--- config.mk ---
export PLATFORM = sky130hd
export DESIGN_NAME = gkre_kernel_pipe
export DESIGN_NICKNAME = d
export VERILOG_FILES = /design/src/rtl/core/gkre_pkg.sv /design/src/rtl/core/gkre_kernel_pipe.sv
export SDC_FILE = /design/constraint.sdc
export NUM_CORES = 2
export LEC_CHECK = 0
export BUFFER_PORTS_ARGS = -buffer_cell sky130_fd_sc_hd__buf_2
export CAP_MARGIN = 10
export CELL_PAD_IN_SITES_DETAIL_PLACEMENT = 0
export CELL_PAD_IN_SITES_GLOBAL_PLACEMENT = 1
export CORE_MARGIN = 5
export CORE_UTILIZATION = 52
export DETAILED_ROUTE_END_ITERATION = 8
export PLACE_DENSITY_LB_ADDON = 0.1
export SLEW_MARGIN = 20
export SYNTH_ARGS = -nofsm -noshare
export SYNTH_HDL_FRONTEND = slang
export SYNTH_SLANG_ARGS = --single-unit
--- constraint.sdc ---
create_clock -name clk_i -period 13.7 [get_ports clk_i]
set_input_delay 2.055 -clock clk_i [delete_from_list [all_inputs] [get_ports clk_i]]
set_output_delay 2.055 -clock clk_i [all_outputs]
set_load 0.005 [all_outputs]
--- src/rtl/core/gkre_pkg.sv ---
// Shared types, constants and lookup tables for the Gaussian kernel row evaluator.
package gkre_pkg;

  localparam int CoordBits = 16;
  localparam int ScaleBits = 16;
  localparam int CountBits = 7;
  localparam int IndexBits = 6;
  localparam int KernelBits = 16;

  typedef enum logic {
    CfgActiveLocations = 1'b0,
    CfgInvScaleSq      = 1'b1
  } cfg_index_e;

  typedef enum logic {
    OpLoad     = 1'b0,
    OpEvaluate = 1'b1
  } op_e;

  typedef struct packed {
    logic                        operation;
    logic [IndexBits-1:0]        slot;
    logic signed [CoordBits-1:0] coord_x;
    logic signed [CoordBits-1:0] coord_y;
  } in_word_t;

  typedef struct packed {
    logic [IndexBits-1:0]  location_index;
    logic [KernelBits-1:0] kernel_value;
    logic                  last;
  } out_word_t;

  // Tag that follows one location down the kernel pipeline
  typedef struct packed {
    logic [IndexBits-1:0] index;
    logic                 last;
  } loc_tag_t;

  // Exponent at or beyond 12.0 (Q.16) gives a zero kernel value
  localparam logic [19:0] CutoffU = 20'd786432;

  // round(65536 * exp(-k/16)), k = 0..16
  function automatic logic [16:0] fr_lut(input logic [4:0] k);
    logic [16:0] v;
    case (k)
      5'd0:    v = 17'd65536;
      5'd1:    v = 17'd61565;
      5'd2:    v = 17'd57835;
      5'd3:    v = 17'd54331;
      5'd4:    v = 17'd51039;
      5'd5:    v = 17'd47947;
      5'd6:    v = 17'd45042;
      5'd7:    v = 17'd42313;
      5'd8:    v = 17'd39750;
      5'd9:    v = 17'd37341;
      5'd10:   v = 17'd35079;
      5'd11:   v = 17'd32954;
      5'd12:   v = 17'd30957;
      5'd13:   v = 17'd29081;
      5'd14:   v = 17'd27319;
      5'd15:   v = 17'd25664;
      5'd16:   v = 17'd24109;
      default: v = 17'd0;
    endcase
    return v;
  endfunction

  // round(2^24 * exp(-n)), n = 0..11
  function automatic logic [24:0] it_lut(input logic [3:0] n);
    logic [24:0] v;
    case (n)
      4'd0:    v = 25'd16777216;
      4'd1:    v = 25'd6171993;
      4'd2:    v = 25'd2270549;
      4'd3:    v = 25'd835288;
      4'd4:    v = 25'd307285;
      4'd5:    v = 25'd113044;
      4'd6:    v = 25'd41587;
      4'd7:    v = 25'd15299;
      4'd8:    v = 25'd5628;
      4'd9:    v = 25'd2070;
      4'd10:   v = 25'd762;
      4'd11:   v = 25'd280;
      default: v = 25'd0;
    endcase
    return v;
  endfunction

endpackage

--- src/rtl/core/gkre_kernel_pipe.sv ---
// Four-stage kernel arithmetic pipeline: distance, exponent, table fraction, scale.
module gkre_kernel_pipe import gkre_pkg::*; (
  input  logic                        clk_i,
  input  logic                        rst_ni,
  input  logic                        en_i,
  input  logic                        valid_i,
  input  loc_tag_t                    tag_i,
  input  logic signed [CoordBits-1:0] qx_i,
  input  logic signed [CoordBits-1:0] qy_i,
  input  logic signed [CoordBits-1:0] lx_i,
  input  logic signed [CoordBits-1:0] ly_i,
  input  logic [ScaleBits-1:0]        inv_i,
  output logic                        valid_o,
  output logic                        busy_o,
  output loc_tag_t                    tag_o,
  output logic [KernelBits-1:0]       kernel_o
);

  localparam int DxW = CoordBits + 1;
  localparam int SqW = 2 * DxW;
  localparam int D2W = SqW + 1;
  localparam int TW  = D2W + ScaleBits;
  localparam int UW  = TW + 1 - 18;
  localparam int PrW = 29;
  localparam int KpW = 42;

  logic [3:0] v_q;
  loc_tag_t   tag_a_q, tag_b_q, tag_c_q, tag_d_q;

  // Stage A: differences and squares
  logic signed [DxW-1:0] dx, dy;
  logic [DxW-1:0]        ax, ay;
  logic [SqW-1:0]        sqx_q, sqy_q;

  assign dx = {qx_i[CoordBits-1], qx_i} - {lx_i[CoordBits-1], lx_i};
  assign dy = {qy_i[CoordBits-1], qy_i} - {ly_i[CoordBits-1], ly_i};
  assign ax = dx[DxW-1] ? DxW'(-dx) : DxW'(dx);
  assign ay = dy[DxW-1] ? DxW'(-dy) : DxW'(dy);

  // Stage B: squared distance times the inverse scale
  logic [D2W-1:0] d2;
  logic [TW-1:0]  t_q;

  assign d2 = D2W'(sqx_q) + D2W'(sqy_q);

  // Stage C: split exponent, interpolate the fractional table
  logic [TW:0]    t_rnd;
  logic [UW-1:0]  u;
  logic [3:0]     j;
  logic [11:0]    r;
  logic [16:0]    fr_j, fr_j1, diff;
  logic [16:0]    frj_q;
  logic [PrW-1:0] prod_q;
  logic [3:0]     n_q;
  logic           cut_q;

  assign t_rnd = {1'b0, t_q} + (TW+1)'(1 << 17);
  assign u     = t_rnd[TW:18];
  assign j     = u[15:12];
  assign r     = u[11:0];
  assign fr_j  = fr_lut({1'b0, j});
  assign fr_j1 = fr_lut(5'({1'b0, j}) + 5'd1);
  assign diff  = fr_j - fr_j1;

  // Stage D: integer-part scale
  logic [PrW:0]   prod_rnd;
  logic [16:0]    fv;
  logic [KpW-1:0] kp_q;
  logic           cut_d_q;

  assign prod_rnd = {1'b0, prod_q} + (PrW+1)'(2048);
  assign fv       = frj_q - 17'(prod_rnd[PrW:12]);

  always_ff @(posedge clk_i or negedge rst_ni) begin
    if (!rst_ni) begin
      v_q <= '0;
    end else if (en_i) begin
      v_q <= {v_q[2:0], valid_i};
    end
  end

  always_ff @(posedge clk_i) begin
    if (en_i) begin
      sqx_q   <= SqW'(ax * ax);
      sqy_q   <= SqW'(ay * ay);
      tag_a_q <= tag_i;
      t_q     <= TW'(d2 * inv_i);
      tag_b_q <= tag_a_q;
      frj_q   <= fr_j;
      prod_q  <= PrW'(diff * r);
      n_q     <= u[19:16];
      cut_q   <= (u >= UW'(CutoffU));
      tag_c_q <= tag_b_q;
      kp_q    <= KpW'(it_lut(n_q) * fv);
      cut_d_q <= cut_q;
      tag_d_q <= tag_c_q;
    end
  end

  // Round, saturate just below 1.0 (16'hFFFF), zero past the cutoff
  logic [KpW:0]        kp_rnd;
  logic [KpW-24:0]     k_full;

  assign kp_rnd = {1'b0, kp_q} + (KpW+1)'(1 << 23);
  assign k_full = kp_rnd[KpW:24];

  always_comb begin
    if (cut_d_q) begin
      kernel_o = '0;
    end else if (k_full > (KpW-23)'(16'hFFFF)) begin
      kernel_o = 16'hFFFF;
    end else begin
      kernel_o = k_full[KernelBits-1:0];
    end
  end

  assign valid_o = v_q[3];
  assign tag_o   = tag_d_q;
  assign busy_o  = |v_q;

endmodule

==> results.sh <==
export IMPL_clk_path_buf_depth=3
export IMPL_yosys_warnings=0
export IMPL_drc=0
export IMPL_synth_edf_count=188
export IMPL_cp_start_kind="flop"
export IMPL_crit_path_max_fanout=23
export IMPL_grt_use_total=0.2512
export IMPL_worstRegToRegCells=38
export IMPL_ant_nets=0
export IMPL_slew_headroom=0.2626
export IMPL_wirelength_um=161300
export IMPL_synth_top_cell_area_share=0.4023
export IMPL_cp_top_family="adder cells"
export IMPL_r2r_end="prod_q[28]"
export IMPL_die_area_mm2=0.1324
export IMPL_arrival_ns=12.23
export IMPL_finalSetupViolations=0
export IMPL_rrSetupSlack_ns=1.80
export IMPL_nets=9292
export IMPL_io_pins=116
export IMPL_syn_area_per_cell_um2=9.007
export IMPL_drv_cap=0
export IMPL_antenna_found_initial=16
export IMPL_multi_input_area_mm2=0.05184
export IMPL_cp_slowest_cell="ha_1"
export IMPL_crit_buf_inv=4
export IMPL_postCtsResizedCells=0
export IMPL_cts_hold_repair_buffers=0
export IMPL_cts_setup_buffers=0
export IMPL_die_height_um=363.8
export IMPL_hold_viol_final=0
export IMPL_io_buffers=115
export IMPL_die_w_um=363.8
export IMPL_max_freq_mhz=84.06
export IMPL_ys_seq_elements=214
export IMPL_stdcell_area_mm2=0.06872
export IMPL_clock_root_buffer="clkbuf_16"
export IMPL_synthToLayoutAreaGrowth_pct=5.574
export IMPL_ys_top_cells_by_area="fa_1 (40%), ha_1 (12%), inv_1 (9.5%), edfxtp_1 (8.7%), nand2_1 (5.8%)"
export IMPL_holdPathStages=0
export IMPL_grt_setup_unrepaired="no"
export IMPL_drtIter0Drc=2481
export IMPL_nFillCells=11570
export IMPL_pre_cts_ws_ns=1.884
export IMPL_synth_area_mm2=0.06509
export IMPL_critPathKind="flop to flop"
export IMPL_skew_ns=0.01652
export IMPL_outcome="finished clean"
export IMPL_seq_area_frac_synth=0.09503
export IMPL_timing_critical_path_mode_cell="fa_1"
export IMPL_min_path_type="flop to flop"
export IMPL_tightest_slew_ns=1.103
export IMPL_period_minus_slack_ns=11.90
export IMPL_grt_max_degree=78
export IMPL_htreeDepth=1
export IMPL_path_clk_slew_ns=0.06
export IMPL_max_stage_delay_ns=0.84
export IMPL_yosys_area_top_type="fa_1"
export IMPL_netlist_instances=7227
export IMPL_setup_ws_ns=1.803
export IMPL_grt_pass1_vias=51010
export IMPL_fin_tns_setup_ns=0
export IMPL_cts_tree="done"
export IMPL_regArea_mm2=0.006186
export IMPL_numCtsBuffers=28
export IMPL_synthArstFlopShare=0.01869
export IMPL_worstSkewPairLatency_ns=0.59
export IMPL_place_area_mm2=0.06774
export IMPL_dpl_hpwl_um=130900
export IMPL_rr_startpoint="t_q[19]"
export IMPL_synth_cell_type_count=103
export IMPL_wire_per_inst_um=18.09
export IMPL_ys_flop_type="edfxtp_1"
export IMPL_worstHoldStart="tag_c_q[2]"
export IMPL_timing_final_crit_share=0.8684
export IMPL_vias_per_cell=5.328
export IMPL_gr_total_overflow=0
export IMPL_place_gp_congestion=0.8689
export IMPL_grt_pass1_wl_um=267200
export IMPL_coreArea_mm2=0.1241
export IMPL_end_kind="flop"
export IMPL_rows=129
export IMPL_first_pass_iters=5
export IMPL_clkSinkCount=214
export IMPL_start_util=0.5244
export IMPL_drive_above_1_share=0.05102
export IMPL_worstPathRequired_ns=14.03
export IMPL_hold_path_endpoint="tag_o[2]"
export IMPL_vias=47510
export IMPL_slew_violations=0
cells in the mapped netlist, types with 38 or more instances:
cell type,count
nand2_1,998
nor3_1,83
clkbuf_1,228
nand2b_1,79
a21oi_1,230
xor2_1,90
and2_1,314
nand3_1,77
nor2b_1,38
nor2_1,342
xnor2_1,209
edfxtp_1,188
fa_1,1308
ha_1,643
a21o_1,78
o21ai_0,100
inv_1,1651
per-stage QoR:
step	instances	utilization	hold slack, ns
finish	8917	0.5537	0.4065
global route	8909	0.5535	0.4078
CTS	8907	0.5535	0.4081
detailed placement	8856	0.5457	0.4045
global placement	8856	0.5457	0.4008
floorplan	7249	-	0.4003
cell type report:
cell class,instances,area share
diodes,9,0.0003277
well taps,1637,0.02980
inverters,1672,0.09136
multi-input cells,5112,0.7544
clock buffers,32,0.01072
flip-flops and latches,214,0.09001
clock inverters,19,0.003204
repair buffers,222,0.02015
worst max path at each step:
stage | startpoint | to | slack, ns | depth (start not counted)
floorplan | qy_i[0] | sqy_q[33] | 3.41 | 36
global placement | t_q[21] | prod_q[28] | 2.08 | 41
detailed placement | t_q[19] | prod_q[28] | 1.88 | 38
CTS | t_q[19] | prod_q[28] | 1.85 | 38
global route | t_q[21] | prod_q[28] | 0.84 | 40
finish | t_q[19] | prod_q[28] | 1.80 | 38
logic make-up (layout without fill, tap and decap cells):
kind of cell | Yosys count | in the layout | synth area share
adders and majority gates | 1952 | 1952 | 0.5260
buffers and inverters | 1923 | 1945 | 0.1113
xor gates and xnor gates | 305 | 305 | 0.04173
and+or+nand+nor | 2118 | 2118 | 0.1533
DFF | 214 | 214 | 0.09503
other | 2 | 33 | 0.0001154
muxes | 15 | 15 | 0.002460
AOI/OAI and AO/OA | 698 | 698 | 0.07008
per-layer routing:
layer / track usage / wire length [um] / vias to the layer above
met2: 0.4304 / 78640 / 1144
li1: - / - / 22090
met1: 0.3374 / 68960 / 24030
met3: 0.03592 / 8904 / 242
met5: 0 / 63 / -
met4: 0.06679 / 4723 / 10
worst reg2reg max path: cells and delay by family (launching register included):
kind / cells / cell delay, ns
XOR/XNOR: 3 / 0.90
adder cells (fa/ha/maj): 9 / 4.14
AND/OR/NAND/NOR: 7 / 2.04
buffers and inverters: 4 / 0.79
AO/OA/AOI/OAI: 15 / 3.30
flip-flops: 1 / 0.47
layout by cell type (no fill, tap or decap), types with 81 or more instances in the layout:
master / synthesis / final
and2_1: 314 / 314
nor2_1: 342 / 340
fa_1: 1308 / 1308
inv_1: 1651 / 1651
o21ai_0: 100 / 99
xor2_1: 90 / 89
ha_1: 643 / 643
edfxtp_1: 188 / 188
xnor2_1: 209 / 201
a21oi_1: 230 / 230
buf_2: 16 / 115
buf_4: 1 / 106
nor3_1: 83 / 81
nand2_1: 998 / 998
Power is not shown: default switching activity piles up to over one toggle a cycle in this logic, so the estimate is an artifact.
